`src/hdl/olad_pkg.sv`:
```
// Shared types and codes for the ordered list block.
// No dependencies; imported by every module under hdl/.
package olad_pkg;

  localparam int DataW = 32;

  // Operation selector on the input channel
  typedef enum logic [1:0] {
    FUNC_APPEND = 2'd0,
    FUNC_DELETE = 2'd1,
    FUNC_READ   = 2'd2,
    FUNC_NONE   = 2'd3
  } olad_func_e;

  // Status codes on the result channel
  typedef enum logic [2:0] {
    STAT_APPENDED = 3'd0,
    STAT_FULL     = 3'd1,
    STAT_DELETED  = 3'd2,
    STAT_NOTFOUND = 3'd3,
    STAT_EMPTY    = 3'd4
  } olad_status_e;

  // Sequencer states
  typedef enum logic [1:0] {
    S_IDLE,
    S_DEL,
    S_READ
  } olad_state_e;

  // What each cell does this cycle
  typedef enum logic [1:0] {
    CELL_HOLD,    // keep value
    CELL_LOAD,    // selected cell takes data, others hold
    CELL_ROTATE,  // selected cell takes data, others take their neighbor
    CELL_SHIFT    // every cell takes its neighbor
  } olad_cell_op_e;

  typedef struct packed {
    olad_cell_op_e           op;
    logic [DataW-1:0]        data;
  } olad_cell_ctl_t;

endpackage

```
`src/hdl/olad_cell.sv`:
```
// One list cell: holds a single entry and takes its upper neighbor on shifts.
// Depends on olad_pkg.
module olad_cell import olad_pkg::*; #(
  parameter int IW  = 4,
  parameter int IDX = 0
) (
  input  logic                clk_i,
  input  olad_cell_ctl_t      ctl_i,
  input  logic [IW-1:0]       sel_i,
  input  logic [DataW-1:0]    nbr_i,
  output logic [DataW-1:0]    val_o
);

  logic [DataW-1:0] val_q, val_d;
  logic             hit;

  assign hit = (sel_i == IW'(IDX));

  always_comb begin
    val_d = val_q;
    case (ctl_i.op)
      CELL_LOAD:   if (hit) val_d = ctl_i.data;
      CELL_ROTATE: val_d = hit ? ctl_i.data : nbr_i;
      CELL_SHIFT:  val_d = nbr_i;
      default:     val_d = val_q;
    endcase
  end

  always_ff @(posedge clk_i) begin
    val_q <= val_d;
  end

  assign val_o = val_q;

endmodule

```
`src/hdl/olad_ctrl.sv`:
```
// Sequencer for the ordered list: count, rotation length, step counter,
// cell control and the registered result stage. Depends on olad_pkg.
module olad_ctrl import olad_pkg::*; #(
  parameter int CAPACITY = 16,
  parameter int IW       = 4,
  parameter int CW       = 5
) (
  input  logic                     clk_i,
  input  logic                     rst_ni,
  input  logic                     in_valid_i,
  output logic                     in_stall_o,
  input  logic [1:0]               func_i,
  input  logic signed [DataW-1:0]  value_i,
  input  logic [DataW-1:0]         head_i,
  output olad_cell_ctl_t           ctl_o,
  output logic [IW-1:0]            sel_o,
  output logic                     out_valid_o,
  input  logic                     out_stall_i,
  output logic [2:0]               status_o,
  output logic                     is_element_o,
  output logic signed [DataW-1:0]  element_o,
  output logic                     last_o
);

  olad_state_e       state_q, state_d;
  logic [CW-1:0]     count_q, count_d;
  logic [CW-1:0]     len_q, len_d;
  logic [CW-1:0]     step_q, step_d;
  logic              found_q, found_d;
  logic [DataW-1:0]  key_q, key_d;

  logic              out_valid_q, out_valid_d;
  logic [2:0]        status_q, status_d;
  logic              is_el_q, is_el_d;
  logic [DataW-1:0]  elem_q, elem_d;
  logic              last_q, last_d;

  logic              out_ok, accept, last_step, match;
  logic [CW-1:0]     count_m1, len_m1;

  assign out_ok     = !out_valid_q || !out_stall_i;
  assign in_stall_o = (state_q != S_IDLE) || !out_ok;
  assign accept     = in_valid_i && !in_stall_o;
  assign count_m1   = count_q - CW'(1);
  assign len_m1     = len_q - CW'(1);
  assign last_step  = (step_q == count_m1);
  assign match      = !found_q && (head_i == key_q);

  // next state
  always_comb begin
    state_d = state_q;
    unique case (state_q)
      S_IDLE: begin
        if (accept && count_q != '0) begin
          if (func_i == FUNC_DELETE) state_d = S_DEL;
          else if (func_i == FUNC_READ) state_d = S_READ;
        end
      end
      S_DEL, S_READ: begin
        if (out_ok && last_step) state_d = S_IDLE;
      end
      default: state_d = S_IDLE;
    endcase
  end

  // datapath and outputs
  always_comb begin
    count_d     = count_q;
    len_d       = len_q;
    step_d      = step_q;
    found_d     = found_q;
    key_d       = key_q;
    ctl_o.op    = CELL_HOLD;
    ctl_o.data  = head_i;
    sel_o       = len_m1[IW-1:0];
    out_valid_d = out_valid_q && out_stall_i;
    status_d    = status_q;
    is_el_d     = is_el_q;
    elem_d      = elem_q;
    last_d      = last_q;

    unique case (state_q)
      S_IDLE: begin
        if (accept) begin
          is_el_d = 1'b0;
          elem_d  = '0;
          last_d  = 1'b1;
          step_d  = '0;
          found_d = 1'b0;
          len_d   = count_q;
          key_d   = value_i;
          case (func_i)
            FUNC_APPEND: begin
              out_valid_d = 1'b1;
              if (count_q == CW'(CAPACITY)) begin
                status_d = STAT_FULL;
              end else begin
                ctl_o.op   = CELL_LOAD;
                ctl_o.data = value_i;
                sel_o      = count_q[IW-1:0];
                count_d    = count_q + CW'(1);
                status_d   = STAT_APPENDED;
              end
            end
            FUNC_DELETE: begin
              if (count_q == '0) begin
                out_valid_d = 1'b1;
                status_d    = STAT_NOTFOUND;
              end
            end
            FUNC_READ: begin
              if (count_q == '0) begin
                out_valid_d = 1'b1;
                status_d    = STAT_EMPTY;
              end
            end
            default: ;
          endcase
        end
      end
      S_DEL: begin
        if (out_ok) begin
          step_d = step_q + CW'(1);
          if (match) begin
            // drop the head and shorten the ring
            ctl_o.op = CELL_SHIFT;
            len_d    = len_m1;
            found_d  = 1'b1;
          end else begin
            ctl_o.op = CELL_ROTATE;
          end
          if (last_step) begin
            count_d     = match ? len_m1 : len_q;
            out_valid_d = 1'b1;
            status_d    = (found_q || match) ? STAT_DELETED : STAT_NOTFOUND;
            is_el_d     = 1'b0;
            elem_d      = '0;
            last_d      = 1'b1;
          end
        end
      end
      S_READ: begin
        if (out_ok) begin
          ctl_o.op    = CELL_ROTATE;
          step_d      = step_q + CW'(1);
          out_valid_d = 1'b1;
          status_d    = STAT_APPENDED;  // zero on element results
          is_el_d     = 1'b1;
          elem_d      = head_i;
          last_d      = last_step;
        end
      end
      default: ;
    endcase
  end

  always_ff @(posedge clk_i or negedge rst_ni) begin
    if (!rst_ni) begin
      state_q     <= S_IDLE;
      count_q     <= '0;
      out_valid_q <= 1'b0;
    end else begin
      state_q     <= state_d;
      count_q     <= count_d;
      out_valid_q <= out_valid_d;
    end
  end

  always_ff @(posedge clk_i) begin
    len_q    <= len_d;
    step_q   <= step_d;
    found_q  <= found_d;
    key_q    <= key_d;
    status_q <= status_d;
    is_el_q  <= is_el_d;
    elem_q   <= elem_d;
    last_q   <= last_d;
  end

  assign out_valid_o  = out_valid_q;
  assign status_o     = status_q;
  assign is_element_o = is_el_q;
  assign element_o    = elem_q;
  assign last_o       = last_q;

endmodule

```
`src/hdl/ordered_list_append_delete.sv`:
```
// Ordered list of signed words: append at tail, delete first match, read out.
// Top level; instantiates olad_ctrl and a row of olad_cell. Uses olad_pkg.
//
// Usage:
//   Input channel (in_valid_i / in_stall_o, func_i, value_i) takes one item
//   when valid is high and stall is low. Output channel (out_valid_o /
//   out_stall_i) delivers results from a single output register.
//   Append: one result (appended or full), registered in the cycle after accept.
//   Delete: the list rotates through a chain of cells, one entry per cycle
//     while the output is not stalled; the first matching head is dropped on
//     the way and the ring closes up. Empty list answers not found.
//   Read out: count results, one per cycle while the output is not stalled,
//     the last one marked; an empty list gives one result, status list empty.
//   An item is taken only when the sequencer is idle; a delete or read out
//   holds the input stalled until its pass is done, as does an output stall.
//   When the receiver stalls, the chain and the step counter freeze and the
//   pending result holds.
//   Reset clears the count and the sequencer; entry contents are left as is
//   and are never read before they are written.
module ordered_list_append_delete import olad_pkg::*; #(
  parameter int CAPACITY = 16
) (
  input  logic                     clk_i,
  input  logic                     rst_ni,
  input  logic                     in_valid_i,
  output logic                     in_stall_o,
  input  logic [1:0]               func_i,
  input  logic signed [DataW-1:0]  value_i,
  output logic                     out_valid_o,
  input  logic                     out_stall_i,
  output logic [2:0]               status_o,
  output logic                     is_element_o,
  output logic signed [DataW-1:0]  element_o,
  output logic                     last_o
);

  localparam int IW = $clog2(CAPACITY);      // cell index width
  localparam int CW = $clog2(CAPACITY + 1);  // count width

  olad_cell_ctl_t    cell_ctl;
  logic [IW-1:0]     cell_sel;
  logic [DataW-1:0]  cell_val [CAPACITY];

  olad_ctrl #(
    .CAPACITY (CAPACITY),
    .IW       (IW),
    .CW       (CW)
  ) u_ctrl (
    .clk_i        (clk_i),
    .rst_ni       (rst_ni),
    .in_valid_i   (in_valid_i),
    .in_stall_o   (in_stall_o),
    .func_i       (func_i),
    .value_i      (value_i),
    .head_i       (cell_val[0]),
    .ctl_o        (cell_ctl),
    .sel_o        (cell_sel),
    .out_valid_o  (out_valid_o),
    .out_stall_i  (out_stall_i),
    .status_o     (status_o),
    .is_element_o (is_element_o),
    .element_o    (element_o),
    .last_o       (last_o)
  );

  // Chain of cells: cell i takes cell i+1 on a shift; the head sits in cell 0.
  // The top cell's neighbor is the head, which closes the ring.
  for (genvar i = 0; i < CAPACITY; i++) begin : g_cell
    logic [DataW-1:0] nbr;
    if (i == CAPACITY - 1) begin : g_top
      assign nbr = cell_val[0];
    end else begin : g_mid
      assign nbr = cell_val[i+1];
    end
    olad_cell #(
      .IW  (IW),
      .IDX (i)
    ) u_cell (
      .clk_i (clk_i),
      .ctl_i (cell_ctl),
      .sel_i (cell_sel),
      .nbr_i (nbr),
      .val_o (cell_val[i])
    );
  end

endmodule
```
`config.mk`:
```
export PLATFORM = sky130hd
export DESIGN_NAME = ordered_list_append_delete
export DESIGN_NICKNAME = d
export VERILOG_FILES = /design/src/hdl/olad_pkg.sv /design/src/hdl/olad_cell.sv /design/src/hdl/olad_ctrl.sv /design/src/hdl/ordered_list_append_delete.sv
export SDC_FILE = /design/constraint.sdc
export NUM_CORES = 1
export LEC_CHECK = 0
export BUFFER_PORTS_ARGS = -buffer_cell sky130_fd_sc_hd__buf_2
export CAP_MARGIN = 15
export CORE_MARGIN = 4
export CORE_UTILIZATION = 30
export DETAILED_ROUTE_END_ITERATION = 10
export SETUP_SLACK_MARGIN = 0.4
export SYNTH_ARGS = -nofsm -noshare
export SYNTH_HDL_FRONTEND = slang
export SYNTH_SLANG_ARGS = --single-unit
```
`constraint.sdc`:
```
create_clock -name clk_i -period 8.1 [get_ports clk_i]
set_clock_uncertainty 0.05 [all_clocks]
set_input_delay 0.405 -clock clk_i [delete_from_list [all_inputs] [get_ports clk_i]]
set_output_delay 0.405 -clock clk_i [all_outputs]
set_load 0.05 [all_outputs]
```
==> out/results.tsv <==
stage	metric	value	unit
cts	cts_sinks	600	
synth	ys_ff_latch	600	
job	max_cap_viol_count	0	
timing	setup_tns	0	ps
critical_path	crit_family	compound AO/OA/AOI/OAI gates	
timing	fin_crit	4620	ps
critical_path	slowest_stage	a211oi_4	
global_routing	gr-total-overflow	0	
critical_path	critPathArrivalTime	4910	ps
cts	clock_latency	610	ps
global_routing	antenna_found_initial	1	
critical_path	max_stage_delay	1140	ps
critical_path	crit_path_max_fanout	37	
global_routing	grt_pass1_wl	100000	µm
worst_hold_path	min_to	u_ctrl.key_q[6]	
critical_path	crit_type	register to register	
global_routing	grt_max_degree	47	
critical_path	ff2ff_setup_slack	3480	ps
critical_path	start_kind	register	
synth	syn-cell-area	0.0268	mm²
placement	dp_cells	2786	
timing	tightest_slew	1260	ps
layout	area_growth	16.3	%
layout	drive_gt1_share	42.4	%
critical_path	cp_num_buf_inv	2	
critical_path	cp-end-kind	register	
layout	antenna-diode-count	0	
detailed_routing	vias	14430	
worst_hold_path	min_delay_path_depth	1	
synth	synth.net_count	1667	
critical_path	cp_cell_sequence	inv_1, ha_1, nand4bb_1, nand3_2, a21oi_1, a211oi_4, buf_4, mux2_2	
synth	synth_edf_count	592	
cts	cts_tree	built	
timing	setup_viol_count_final	0	
synth	ys.warnings.count	0	
floorplanning	start_util	30.3	%
worst_hold_path	worstHoldStart	value_i[6]	
timing	rsz0062_at_grt	no	
detailed_routing	drt_pass1_iterations	5	
floorplanning	die_w	307	µm
run_status	outcome	completed	
detailed_routing	post_drt_wl_per_cell	23.1	µm
critical_path	r2r-start	u_ctrl.count_q[0]	
cts	hold_buffers	28	
cts	cts_resized	0	
critical_path	cp-startpoint	u_ctrl.count_q[0]	
critical_path	critPathRequiredTime	8390	ps
worst_hold_path	hold_class	primary input to register	
cts	htreeDepth	3	
floorplanning	core	0.0885	mm²
detailed_routing	final_antenna_net_count	0	
floorplanning	dieArea	0.0942	mm²
floorplanning	die_h	307	µm
placement	gp_congestion	0.800	
critical_path	r2r-end	g_cell[4].u_cell.val_o[1]	
synth	async_reset_ff_share	1.33	%
timing	post-route-period-util	57.0	%
timing	relSlewSlack	15.8	%
timing	max_freq	216	MHz
global_routing	grt.total_usage	14.2	%
cts	clk_pin_slew	60	ps
cts	post-cts-setup-buffer-count	0	
synth	netlist_instances	1616	
layout	fin_cells	2933	
layout	fin_nets	1773	
critical_path	r2r_cells	8	
layout	final_common_cell	edfxtp_1	
cts	clockBufferDepth	3	
timing	whs	9.68	ps
detailed_routing	wirelength	67800	µm
timing	report.final.slew_viol_count	0	
placement	numPortBuffers	76	
cts	cts_buffers	66	
synth	ys_seq_area_share	67.1	%
floorplanning	pin_count	77	
synth	synth.distinct_cells	51	
floorplanning	num_rows	109	
synth	postSynthAreaPerCell	16.6	µm²
detailed_routing	drt_iter0_markers	1242	
detailed_routing	route.detailed.drc	0	
layout	mostFrequentLayoutCells	592 x edfxtp_1, 470 x mux2_2, 116 x nand2_1	
detailed_routing	routed_via_density	4.92	
synth	ys.flop_type	edfxtp_1	
placement	dpl.hpwl	42000	µm
cts	cts_root_buf	clkbuf_16	
global_routing	grt_pass1_vias	14824	
layout	fillCellCount	8283	
timing	finalHoldViolCount	0	
[metal layers]
metal  up-vias  track usage (%)  routed length [µm]
met5         -                0                   0
li1       6368                -                   -
met3        77             2.60                4130
met2       434             23.3               32400
met4         0             3.59                1120
met1      7551             19.5               30100
[state kept, by name (all words and copies together), names as in the netlist, 2 cells and up]
register / flops
u_ctrl.len_q: 5
u_ctrl.count_q: 5
u_ctrl.element_o: 32
u_ctrl.status_o: 3
u_ctrl.key_q: 32
u_ctrl.step_q: 5
g_cell.u_cell.val_o: 512
u_ctrl.state_q: 2
[cells in the mapped netlist, drive strengths merged, types with 2 or more instances]
master	number	area, µm²
edfxtp	592	17800
mux2	516	5920
nand2	116	435
clkbuf	54	203
buf	53	320
xnor2	41	359
and2	40	250
o21ai	31	155
nor2	21	78.8
nand3	20	100
ha	13	163
nand4	13	81.3
a21oi	12	60.1
inv	9	33.8
dfrtp	8	200
nor3	8	51.3
a211oi	7	85.1
nand2b	7	43.8
xor2	7	61.3
a21o	5	37.5
nor2b	4	25.0
o31ai	4	53.8
a22oi	3	22.5
a31oi	3	18.8
mux2i	3	30.0
o211ai	3	22.5
a21boi	2	15.0
and3	2	12.5
and4	2	17.5
nand3b	2	15.0
nor3b	2	15.0
o21bai	2	15.0
o221ai	2	17.5
or3	2	22.5
[logic make-up after synthesis]
family | after synthesis | synth area share (%)
AOI/OAI and AO/OA | 77 | 2.01
adders and majority gates | 13 | 0.607
DFF | 600 | 67.1
muxes | 519 | 22.2
xor gates and xnor gates | 48 | 1.57
buffers and inverters | 116 | 2.08
and+or+nand+nor | 243 | 4.46
[through the flow]
stage | util, % | cell area, µm² | setup WS (ps)
2_1_floorplan | - | 26800 | 3010
3_3_place_gp | 32.4 | 28600 | 3480
3_5_place_dp | 32.5 | 28800 | 3440
4_1_cts | 35.1 | 31100 | 3440
5_1_grt | 35.2 | 31200 | 3260
6_report | 35.2 | 31200 | 3480
[worst max-delay path by stage]
stage / endpoint / slack [ps] / cells past startpoint
final: g_cell[4].u_cell.val_o[1] / 3480 / 8
after global routing: g_cell[1].u_cell.val_o[2] / 3260 / 8
after CTS: g_cell[4].u_cell.val_o[3] / 3440 / 7
after detailed placement: g_cell[4].u_cell.val_o[17] / 3440 / 7
after global placement: g_cell[9].u_cell.val_o[16] / 3480 / 8
after floorplan: u_ctrl.status_o[0] / 3010 / 8
[area by class of cell]
cell class | count | area [µm²] | area share (%)
timing repair buffer | 145 | 1090 | 3.50
clock inverter | 39 | 349 | 1.12
sequential | 600 | 18000 | 57.7
tap | 1165 | 1460 | 4.68
clock buffer | 75 | 1700 | 5.44
multi-input combinational | 900 | 8570 | 27.5
inverter | 9 | 33.8 | 0.108
[worst reg2reg max path: stages (launching register included)]
cell       delay, ps
dfrtp_1          510
inv_1            130
ha_1             220
nand4bb_1        200
nand3_2          800
a21oi_1          520
a211oi_4        1140
buf_4            430
mux2_2           380
Power is left out: the tool's default activity adds up to more than one toggle a clock period on the data nets, which glitch-free logic cannot reach.
